### src/rtl/tma_pkg.sv
// shared widths, constants and payload types for the trimmed mean angle rate block
// no dependencies
package tma_pkg;

    localparam int ANGLE_W        = 32;
    localparam int RATE_W         = 48;
    localparam int SUM_W          = 36;
    localparam int CFG_W          = 10;
    localparam int WINDOW_DEFAULT = 10;
    // low part of the magnitude handled in the second divider step
    localparam int DIV_LO_W       = 17;

    localparam logic [CFG_W-1:0] RATE_RESET = CFG_W'(10);

    typedef struct packed {
        logic signed [ANGLE_W-1:0] pitch_angle;
        logic signed [ANGLE_W-1:0] yaw_angle;
    } tma_in_t;

    typedef struct packed {
        logic signed [RATE_W-1:0] pitch_rate;
        logic signed [RATE_W-1:0] yaw_rate;
    } tma_out_t;

    // trimmed mean as sign and magnitude
    typedef struct packed {
        logic               neg;
        logic [ANGLE_W-1:0] mag;
    } tma_quot_t;

endpackage

### src/rtl/tma_div.sv
// two-stage divide of the trimmed window sum by WINDOW-2, truncated toward zero
// uses tma_pkg; constant reciprocal multiply on a high and a low slice
module tma_div #(
    parameter int WINDOW = tma_pkg::WINDOW_DEFAULT
) (
    input  logic                                 aclk,
    input  logic                                 en,
    input  logic signed [tma_pkg::SUM_W-1:0]     t_in,
    output tma_pkg::tma_quot_t                   quot_out
);
    import tma_pkg::*;

    localparam int DIV   = WINDOW - 2;
    localparam int MAG_W = SUM_W - 1;
    localparam int LO_W  = DIV_LO_W;
    localparam int HI_W  = MAG_W - LO_W;
    localparam int REM_W = $clog2(WINDOW);
    localparam int V_W   = REM_W + LO_W;
    // shift chosen so floor(x * m >> s) is exact for every x of the slice
    localparam int S1    = HI_W + REM_W;
    localparam int S2    = V_W + REM_W;
    localparam logic [S1:0] M1 = (S1 + 1)'(((64'd1 << S1) + 64'(DIV) - 64'd1) / 64'(DIV));
    localparam logic [S2:0] M2 = (S2 + 1)'(((64'd1 << S2) + 64'(DIV) - 64'd1) / 64'(DIV));
    localparam logic [HI_W-1:0] DIV_H = HI_W'(DIV);

    logic [SUM_W-1:0]     mag_full;
    logic [MAG_W-1:0]     mag;
    logic [HI_W-1:0]      hi;
    logic [HI_W+S1:0]     prod1;
    logic [HI_W-1:0]      q_hi;
    logic [HI_W-1:0]      rem_hi;

    logic                 neg_reg;
    logic [HI_W-1:0]      q_hi_reg;
    logic [REM_W-1:0]     rem_reg;
    logic [LO_W-1:0]      lo_reg;

    logic [V_W-1:0]       v;
    logic [V_W+S2:0]      prod2;
    logic [LO_W-1:0]      q_lo;
    logic [MAG_W-1:0]     q_full;
    tma_quot_t            quot_reg;

    // first step: magnitude, quotient and remainder of the high slice
    always_comb begin
        mag_full = t_in[SUM_W-1] ? (SUM_W'(0) - t_in) : t_in;
        mag      = mag_full[MAG_W-1:0];
        hi       = mag[MAG_W-1:LO_W];
        prod1    = hi * M1;
        q_hi     = prod1[S1 +: HI_W];
        rem_hi   = hi - HI_W'(q_hi * DIV_H);
    end

    always_ff @(posedge aclk) begin
        if (en) begin
            neg_reg  <= t_in[SUM_W-1];
            q_hi_reg <= q_hi;
            rem_reg  <= rem_hi[REM_W-1:0];
            lo_reg   <= mag[LO_W-1:0];
        end
    end

    // second step: remainder carried into the low slice
    always_comb begin
        v      = {rem_reg, lo_reg};
        prod2  = v * M2;
        q_lo   = prod2[S2 +: LO_W];
        q_full = {q_hi_reg, q_lo};
    end

    always_ff @(posedge aclk) begin
        if (en) begin
            quot_reg.neg <= neg_reg;
            quot_reg.mag <= q_full[ANGLE_W-1:0];
        end
    end

    assign quot_out = quot_reg;

endmodule

### src/rtl/trimmed_mean_angle_rate_top.sv
// trimmed mean angle rate: one input transaction per cycle; a result leaves through the
// snapshot, trim, two divide steps, difference and rate multiply registers after the
// transaction that closes a window. The input stalls only when a window closes while the
// snapshot stage is full and the output register is held by m_ready low.
// Reset (aresetn low, synchronous) empties the window and the pipeline, zeroes the
// previous means and loads rate_reg with 10.
module trimmed_mean_angle_rate_top #(
    parameter int WINDOW = tma_pkg::WINDOW_DEFAULT
) (
    input  logic                          aclk,
    input  logic                          aresetn,
    input  logic                          cfg_we,
    input  logic [tma_pkg::CFG_W-1:0]     cfg_wdata,
    input  logic                          s_valid,
    output logic                          s_ready,
    input  tma_pkg::tma_in_t              s_data,
    output logic                          m_valid,
    input  logic                          m_ready,
    output tma_pkg::tma_out_t             m_data
);
    import tma_pkg::*;

    localparam int CNT_W = $clog2(WINDOW);
    localparam logic [CNT_W-1:0] LAST_CNT = CNT_W'(WINDOW - 1);
    localparam int DIFF_W = ANGLE_W + 1;
    localparam int PROD_W = DIFF_W + CFG_W + 1;

    logic [CFG_W-1:0] rate_reg;
    logic [CNT_W-1:0] cnt_reg;

    logic signed [SUM_W-1:0]   pitch_sum_reg, yaw_sum_reg;
    logic signed [ANGLE_W-1:0] pitch_max_reg, pitch_min_reg, yaw_max_reg, yaw_min_reg;
    logic signed [SUM_W-1:0]   pitch_sum_next, yaw_sum_next;
    logic signed [ANGLE_W-1:0] pitch_max_next, pitch_min_next, yaw_max_next, yaw_min_next;

    logic signed [ANGLE_W-1:0] pa, ya;
    logic first, last, accept, adv;

    // closed window waiting for the trim stage
    logic                      snap_v_reg;
    logic signed [SUM_W-1:0]   snap_psum_reg, snap_ysum_reg;
    logic signed [ANGLE_W-1:0] snap_pmax_reg, snap_pmin_reg, snap_ymax_reg, snap_ymin_reg;

    logic                      p1_v_reg, p2_v_reg, p3_v_reg, p4_v_reg, out_v_reg;
    logic signed [SUM_W-1:0]   ptrim_reg, ytrim_reg;
    tma_quot_t                 pquot, yquot;
    logic signed [ANGLE_W-1:0] pmean, ymean;
    logic signed [ANGLE_W-1:0] pitch_mean_prev_reg, yaw_mean_prev_reg;
    logic signed [DIFF_W-1:0]  pdiff_reg, ydiff_reg;
    logic signed [PROD_W-1:0]  pprod, yprod;
    tma_out_t                  out_reg;

    assign pa     = s_data.pitch_angle;
    assign ya     = s_data.yaw_angle;
    assign first  = (cnt_reg == '0);
    assign last   = (cnt_reg == LAST_CNT);
    assign adv    = !out_v_reg || m_ready;
    assign s_ready = !last || !snap_v_reg || adv;
    assign accept = s_valid && s_ready;

    // running sum and extremes; the first sample of a window reloads them
    always_comb begin
        if (first) begin
            pitch_sum_next = SUM_W'(pa);
            yaw_sum_next   = SUM_W'(ya);
            pitch_max_next = pa;
            pitch_min_next = pa;
            yaw_max_next   = ya;
            yaw_min_next   = ya;
        end else begin
            pitch_sum_next = pitch_sum_reg + SUM_W'(pa);
            yaw_sum_next   = yaw_sum_reg + SUM_W'(ya);
            pitch_max_next = (pa > pitch_max_reg) ? pa : pitch_max_reg;
            pitch_min_next = (pa < pitch_min_reg) ? pa : pitch_min_reg;
            yaw_max_next   = (ya > yaw_max_reg) ? ya : yaw_max_reg;
            yaw_min_next   = (ya < yaw_min_reg) ? ya : yaw_min_reg;
        end
    end

    always_ff @(posedge aclk) begin
        if (!aresetn) begin
            rate_reg <= RATE_RESET;
        end else if (cfg_we) begin
            rate_reg <= cfg_wdata;
        end
    end

    always_ff @(posedge aclk) begin
        if (!aresetn) begin
            cnt_reg <= '0;
        end else if (accept) begin
            cnt_reg <= last ? '0 : cnt_reg + CNT_W'(1);
        end
    end

    always_ff @(posedge aclk) begin
        if (accept) begin
            pitch_sum_reg <= pitch_sum_next;
            yaw_sum_reg   <= yaw_sum_next;
            pitch_max_reg <= pitch_max_next;
            pitch_min_reg <= pitch_min_next;
            yaw_max_reg   <= yaw_max_next;
            yaw_min_reg   <= yaw_min_next;
        end
    end

    always_ff @(posedge aclk) begin
        if (!aresetn) begin
            snap_v_reg <= 1'b0;
        end else if (accept && last) begin
            snap_v_reg <= 1'b1;
        end else if (adv) begin
            snap_v_reg <= 1'b0;
        end
    end

    always_ff @(posedge aclk) begin
        if (accept && last) begin
            snap_psum_reg <= pitch_sum_next;
            snap_ysum_reg <= yaw_sum_next;
            snap_pmax_reg <= pitch_max_next;
            snap_pmin_reg <= pitch_min_next;
            snap_ymax_reg <= yaw_max_next;
            snap_ymin_reg <= yaw_min_next;
        end
    end

    // pipeline valids move together while the output can take a result
    always_ff @(posedge aclk) begin
        if (!aresetn) begin
            p1_v_reg  <= 1'b0;
            p2_v_reg  <= 1'b0;
            p3_v_reg  <= 1'b0;
            p4_v_reg  <= 1'b0;
            out_v_reg <= 1'b0;
        end else if (adv) begin
            p1_v_reg  <= snap_v_reg;
            p2_v_reg  <= p1_v_reg;
            p3_v_reg  <= p2_v_reg;
            p4_v_reg  <= p3_v_reg;
            out_v_reg <= p4_v_reg;
        end
    end

    always_ff @(posedge aclk) begin
        if (adv) begin
            ptrim_reg <= snap_psum_reg - SUM_W'(snap_pmax_reg) - SUM_W'(snap_pmin_reg);
            ytrim_reg <= snap_ysum_reg - SUM_W'(snap_ymax_reg) - SUM_W'(snap_ymin_reg);
        end
    end

    tma_div #(
        .WINDOW (WINDOW)
    ) u_pitch_div (
        .aclk     (aclk),
        .en       (adv),
        .t_in     (ptrim_reg),
        .quot_out (pquot)
    );

    tma_div #(
        .WINDOW (WINDOW)
    ) u_yaw_div (
        .aclk     (aclk),
        .en       (adv),
        .t_in     (ytrim_reg),
        .quot_out (yquot)
    );

    always_comb begin
        pmean = pquot.neg ? (ANGLE_W'(0) - $signed(pquot.mag)) : $signed(pquot.mag);
        ymean = yquot.neg ? (ANGLE_W'(0) - $signed(yquot.mag)) : $signed(yquot.mag);
    end

    always_ff @(posedge aclk) begin
        if (!aresetn) begin
            pitch_mean_prev_reg <= '0;
            yaw_mean_prev_reg   <= '0;
        end else if (adv && p3_v_reg) begin
            pitch_mean_prev_reg <= pmean;
            yaw_mean_prev_reg   <= ymean;
        end
    end

    always_ff @(posedge aclk) begin
        if (adv) begin
            pdiff_reg <= DIFF_W'(pmean) - DIFF_W'(pitch_mean_prev_reg);
            ydiff_reg <= DIFF_W'(ymean) - DIFF_W'(yaw_mean_prev_reg);
        end
    end

    // the product stays inside 44 bits, so the 48-bit clamp reduces to sign extension
    always_comb begin
        pprod = PROD_W'(pdiff_reg) * $signed({1'b0, rate_reg});
        yprod = PROD_W'(ydiff_reg) * $signed({1'b0, rate_reg});
    end

    always_ff @(posedge aclk) begin
        if (adv) begin
            out_reg.pitch_rate <= RATE_W'(pprod);
            out_reg.yaw_rate   <= RATE_W'(yprod);
        end
    end

    assign m_valid = out_v_reg;
    assign m_data  = out_reg;

endmodule

### config.mk
export PLATFORM = sky130hd
export DESIGN_NAME = trimmed_mean_angle_rate_top
export DESIGN_NICKNAME = d
export VERILOG_FILES = /design/src/rtl/tma_pkg.sv /design/src/rtl/tma_div.sv /design/src/rtl/trimmed_mean_angle_rate_top.sv
export SDC_FILE = /design/constraint.sdc
export NUM_CORES = 2
export LEC_CHECK = 0
export BUFFER_PORTS_ARGS = -buffer_cell sky130_fd_sc_hd__buf_4
export CORE_AREA = 4 4 450 452
export CTS_CLUSTER_SIZE = 8
export DETAILED_ROUTE_END_ITERATION = 10
export DIE_AREA = 0 0 454 456
export PLACE_DENSITY = 0.59
export SYNTH_ARGS = -nofsm -noshare
export SYNTH_HDL_FRONTEND = slang
export SYNTH_SLANG_ARGS = --single-unit
### constraint.sdc
create_clock -name aclk -period 19.18 [get_ports aclk]
set_input_delay 2.877 -clock aclk [delete_from_list [all_inputs] [get_ports aclk]]
set_output_delay 2.877 -clock aclk [all_outputs]
set_load 0.005 [all_outputs]
== Word-level counts from Yosys, hierarchy flattened ==
Index checks and enable logic that the tools add are counted.
Word-level totals
  register bits after elaboration: 848
  latch bits: 0
  RAM bits: 0
  bits in read-only memories: 0
  input bits: 79
  output and inout bits: 98
  logic and storage cells: 90
  memories: 0
Cells by class
  add/subtract/negate cells: 15
  $mul: 2
  div/mod/pow operators: 0
  magnitude comparators: 4
  equality and inequality tests: 1
  shifts and indexed selects: 0
  mux-type cells: 17
  bitwise operators: 0
  reductions and logical operators: 11
Operators with widths (number)
  $mux W32: 10
  $sub A36 B32 Y36: 4
  $mul A33 B11 Y44: 2
  $add A36 B32 Y36: 2
  $mux W36: 2
  $mux W35: 2
  $sub A1 B35 Y35 const A: 2
  $sub A32 B32 Y33: 2
  $gt A32 B32 Y1: 2
  $lt A32 B32 Y1: 2
  $sub A1 B32 Y32 const A: 2
  $sub A3 B1 Y3 const B: 2
  $add A4 B1 Y4 const B: 1
  $eq A4 B4 Y1 const B: 1
  $logic_not A4 Y1: 1
  $mux W4: 1
  $logic_and A1 B1 Y1: 3
  $logic_not A1 Y1: 3
  $logic_or A1 B1 Y1: 3
  $mux W1: 2
  $reduce_bool A2 Y1: 1

== Depth between registers and ports, before layout ==
  depth in word-level cells: 7
  gate-level depth with buffers: 24

== Cells and area by module ==
Synthesis repeated with hierarchy kept, for this count alone.
Unflattened totals
  cells, all modules: 6540
  area, all modules: 68992.4 um^2
By module, submodules not included
  trimmed_mean_angle_rate_top: times used 1, cells each 6216, area each 63507.2 um^2
  tma_div: times used 2, cells each 162, area each 2742.6 um^2

== Least setup slack after synthesis ==
Ideal clock, no wire load.
  path type: input port to flip-flop
  from: input m_ready
  to: register snap_pmax_reg[0], enable pin
  library setup time: 0.587 ns
  arrival: 14.614 ns
  data required time: 18.593 ns
  setup slack: 3.978 ns
  cell stages on the path: 5
  path buffers: 1
  cells stage by stage: nor2b_1 clkbuf_1 nand4_1 and2_0 and3_1
On the way
  cells in the longest elaborated chain, start to end: 4
Ends and longest elaborated chain
  start: declaration: RTL line trimmed_mean_angle_rate_top.sv:18  | input logic m_ready,
  $logic_or A1 B1 Y1: RTL line trimmed_mean_angle_rate_top.sv:57  | assign adv = !out_v_reg || m_ready;
  $logic_or A1 B1 Y1: RTL line trimmed_mean_angle_rate_top.sv:58  | assign s_ready = !last || !snap_v_reg || adv;
  net s_ready: RTL line trimmed_mean_angle_rate_top.sv:15  | output logic s_ready,
  $logic_and A1 B1 Y1: RTL line trimmed_mean_angle_rate_top.sv:59  | assign accept = s_valid && s_ready;
  net accept: RTL line trimmed_mean_angle_rate_top.sv:37  | logic first, last, accept, adv;
  $logic_and A1 B1 Y1: RTL line trimmed_mean_angle_rate_top.sv:118  | if (accept && last) begin
  end signal: assignment: RTL line trimmed_mean_angle_rate_top.sv:121  | snap_pmax_reg <= pitch_max_next;
  end: declaration: RTL line trimmed_mean_angle_rate_top.sv:42  | logic signed [ANGLE_W-1:0] snap_pmax_reg, snap_pmin_reg, snap_ymax_reg, snap_ymin_reg;
The timed path passes the listed nets, and every way through them passes these cells.
A chain may end at the register's enable or synchronous reset.

== Final worst setup path ==
  from: register rate_reg[4]
  to: register out_reg, in the netlist m_data[40], data pin
On the way
  cells in the longest elaborated chain, start to end: 1
Ends and longest elaborated chain
  start: declaration: RTL line trimmed_mean_angle_rate_top.sv:28  | logic [CFG_W-1:0] rate_reg;
  start signal: assignment: RTL line trimmed_mean_angle_rate_top.sv:84  | rate_reg <= cfg_wdata;
  $mul A33 B11 Y44: RTL line trimmed_mean_angle_rate_top.sv:195  | yprod = PROD_W'(ydiff_reg) * $signed({1'b0, rate_reg});
  net yprod[40]: RTL line trimmed_mean_angle_rate_top.sv:50  | logic signed [PROD_W-1:0] pprod, yprod;
  end: declaration: RTL line trimmed_mean_angle_rate_top.sv:51  | tma_out_t out_reg;
The timed path passes the listed nets, and every way through them passes these cells.

==> summary.md <==
| Metric | Value |
|---|---|
| CP Buf/Inv Count | `4` |
| Startpoint types | `flop` |
| Vias in the first global route | `roughly 49000` |
| Routed wire length | `about 170000 µm` |
| Mean Syn Cell Area | `10.4 µm²` |
| CP max stage delay | `0.83 ns` |
| Placed Instances | `a little over 9000` |
| Max-Cap Viols | `0` |
| Cell-internal power | `around 0.0044 W` |
| Power Density | `approximately 88 nW/µm²` |
| Final Setup Violations | `0` |
| GR Overflow Total | `0` |
| Setup WS pre-CTS | `between 10 and 15 ns` |
| Max Slew Vio Count | `0` |
| Layout Nets | `~7900` |
| Largest net degree at the start of global routing | `approximately 170` |
| Yosys warning total | `0` |
| FMAX | `0.134 GHz` |
| First-pass GRT wire length | `273000 µm` |
| Most frequent cells in the layout | `inv_1 (1044), edfxtp_1 (758), nand2_1 (644), fa_1 (636), ha_1 (528)` |
| Layout cells sized above 1 | `approximately 7%` |
| Crit end category | `flop` |
| Total Routing Usage GR | `roughly 16%` |
| Average vias per placed instance | `roughly 5` |
| Async set-reset flop share out of synthesis | `0%` |
| Die Ht | `456 µm` |
| Max reg flops | `88` |
| CP startpoint | `rate_reg[4]$_SDFFE_PN0P_` |
| # IOs | `around 180` |
| DR vias | `~47000` |
| Clock slew at reported path FFs | `roughly 0.05 ns` |
| Clock Power Share | `roughly 30%` |
| CP max FO | `56` |
| Area growth syn-to-layout | `10.8%` |
| Worst Slack Setup Final | `around 12 ns` |
| Cell row count | `164` |
| R2R Setup Slk | `roughly 12 ns` |
| Worst reg-to-reg path cell count | `21` |
| Fin Clk Skew | `around 0.077 ns` |
| EDFF count, synth | `758` |
| Hold slack | `a little over 0.4 ns` |
| Crit path max-delay family | `adder cells` |
| Sw Ratio | `between 30% and 40%` |
| Register share of total power | `a little over a third` |
| Hold depth | `0` |
| Worst-Skew Late Latency | `between 0.7 and 0.8 ns` |
| Reg-to-Reg End | `m_data[40]$_DFFE_PN_` |
| Main synth FF type | `edfxtp_1` |
| Syn Inst Count | `around 6600` |
| Leading cell type in the layout, fill and taps excluded | `inv_1` |
| Gpl congestion | `0.857` |
| 1st-iter DRT viols | `just under 3000` |
| Number of distinct library cells after synthesis | `about 80` |
| CP cell instances | `buf_4 -> nand2_1 -> fa_1 -> fa_1 -> inv_1 -> fa_1 -> fa_1 -> inv_1 -> fa_1 -> inv_1 -> ha_1 -> o21a_1 -> o21ai_0 -> or3_1 -> a31o_2 -> a21oi_1 -> o21ai_0 -> a21oi_1 -> o31ai_1 -> or4b_2 -> nand4_1` |
| Final ANT Viol Nets | `0` |
| CTS Buf Count | `around 120` |
| Post-CTS Setup Bufs | `0` |
| Mapped Area | `between 60000 and 70000 µm²` |
| Worst Hold Endpoint | `u_pitch_div.quot_out[18]$_DFFE_PN_` |
| Final worst path period share | `between 30% and 40%` |
| Fin crit period | `between 7 and 8 ns` |
| Sequential share of the synthesized area | `between 30% and 40%` |
| Headroom to the max-slew limit | `a little under 20%` |
| Fin cells | `~9400` |
| Status | `completed` |
| H-tree levels | `3` |
| CTS tree | `done` |
| # fillers | `around 19000` |
| Hold Violations, Final | `0` |
| CP arrival | `about 8 ns` |
| Worst Hold Class | `flop to flop` |
| RSZ-0062 raised after global routing | `no` |
| Hold Path Origin | `u_pitch_div.q_hi_reg[1]$_DFFE_PN_` |
| Startpoint of the worst-slack reg-to-reg timing path | `rate_reg[4]$_SDFFE_PN0P_` |
| Detailed Place HPWL | `126000 µm` |
| Cts hold-fix bufs | `0` |
| Net count after synthesis | `between 7000 and 8000` |
| Clock buffer depth | `3` |
| Combinational power share | `between 30% and 40%` |
| Die ar. | `slightly above 200000 µm²` |
| PostCTS Resize Cnt | `0` |
| # DRC | `0` |
| Peak supply drop | `0.0796 mV` |
| Die X | `between 400 and 500 µm` |
| CP Class | `flop to flop` |
| CP max-delay cell | `o31ai_1` |
| Initial Util | `a little over a third` |
| Area of the core | `approximately 200000 µm²` |
| Slew of the pin with the lowest slew margin | `between 1 and 1.5 ns` |
| Setup total negative slack | `0 ns` |
| Routed len/inst | `~18 µm` |
| Leakage | `approximately 33 nW` |
| Yosys reg bits | `roughly 840` |
| IO Port Bufs | `about 180` |
| CP required | `19.73 ns` |
| Root Buffer | `clkbuf_16` |
| Most frequent CP cell | `fa_1` |
| Pre-Repair DR Iteration Count | `6` |
| Cell area after layout | `76500 µm²` |
| Placed inst area | `73000 µm²` |
| CTS Sinks | `around 840` |
| Initial antenna violation count | `10` |
| Switching Power | `0.00228 W` |
-- through the flow --
| stage | total power [W] | util, % |
|---|---|---|
| 4_1_cts | 0.00684 | 38.5 |
| 6_report | 0.00673 | 38.5 |
| 3_3_place_gp | 0.00476 | 36.7 |
| 3_5_place_dp | 0.00481 | 36.7 |
| 5_1_grt | 0.00724 | 38.5 |
| 2_1_floorplan | 0.00406 | - |
-- Yosys cell counts (119+ instances only) --
cell         n  share of area [%]
fa_1       636                 18
a21oi_1    270                2.0
clkbuf_1   233                1.3
edfxtp_1   758                 33
a21o_1     183                2.0
nor2_1     262                1.4
o21ai_0    217                1.6
ha_1       528                9.6
inv_1     1045                5.7
and2_1     304                2.8
nand2_1    645                3.5
nand3_1    119               0.86
xnor2_1    277                3.5
-- layout make-up --
| cell class | instances | area [µm²] | area share, % |
|---|---|---|---|
| Clock buffer | 191 | 3300 | 4.32 |
| Antenna cell | 4 | 10.0 | 0.0131 |
| Inverter | 1047 | 3940 | 5.15 |
| Clock inverter | 13 | 183 | 0.239 |
| Timing Repair Buffer | 207 | 1570 | 2.05 |
| Tap cell | 2656 | 3320 | 4.35 |
| Multi-Input combinational cell | 4488 | 39700 | 51.9 |
| Sequential cell | 842 | 24500 | 32.0 |
-- power groups by stage --
stage | Sequential [W] | Clock (W) | Combinational, W
after floorplan | 0.00236 | 0 | 0.00170
after global placement | 0.00239 | 0 | 0.00238
after detailed placement | 0.00239 | 0 | 0.00242
after CTS | 0.00235 | 0.00206 | 0.00243
after global routing | 0.00236 | 0.00214 | 0.00274
final | 0.00234 | 0.00199 | 0.00240
-- worst register-to-register path: cells and delay by family, from the launching register on --
kind | cells | cell delay (ns)
AO/OA/AOI/OAI | 7 | 2.31
AND/OR/NAND/NOR | 4 | 1.13
adder cells (fa/ha/maj) | 6 | 2.67
buffers and inverters | 4 | 0.76
flip-flops | 1 | 0.44
-- worst max path at each step --
stage | slack [ns] | depth (start not counted) | to
CTS | 11.70 | 21 | m_data[40]$_DFFE_PN_
global placement | 11.89 | 21 | m_data[40]$_DFFE_PN_
finish | 11.70 | 21 | m_data[40]$_DFFE_PN_
global route | 11.20 | 21 | m_data[40]$_DFFE_PN_
detailed placement | 11.78 | 21 | m_data[40]$_DFFE_PN_
floorplan | 3.98 | 5 | snap_pmax_reg[0]$_DFFE_PP_
-- per-layer routing --
layer	global-route usage, %	routed length, µm	part of all wire (%)
met3	2.36	8220	4.9
met1	22.0	75700	45
met5	0	70	0.042
met4	4.33	4580	2.7
met2	27.3	79900	47
-- cells by family after synthesis --
logic type	share of synthesized area, %
xor+xnor	4.85
mux	1.24
compound gates	11.3
simple gates	12.0
buf+inv	7.16
flops	35.4
fa+ha+maj	28.0
No activity file was read; power rests on OpenSTA's default activity.
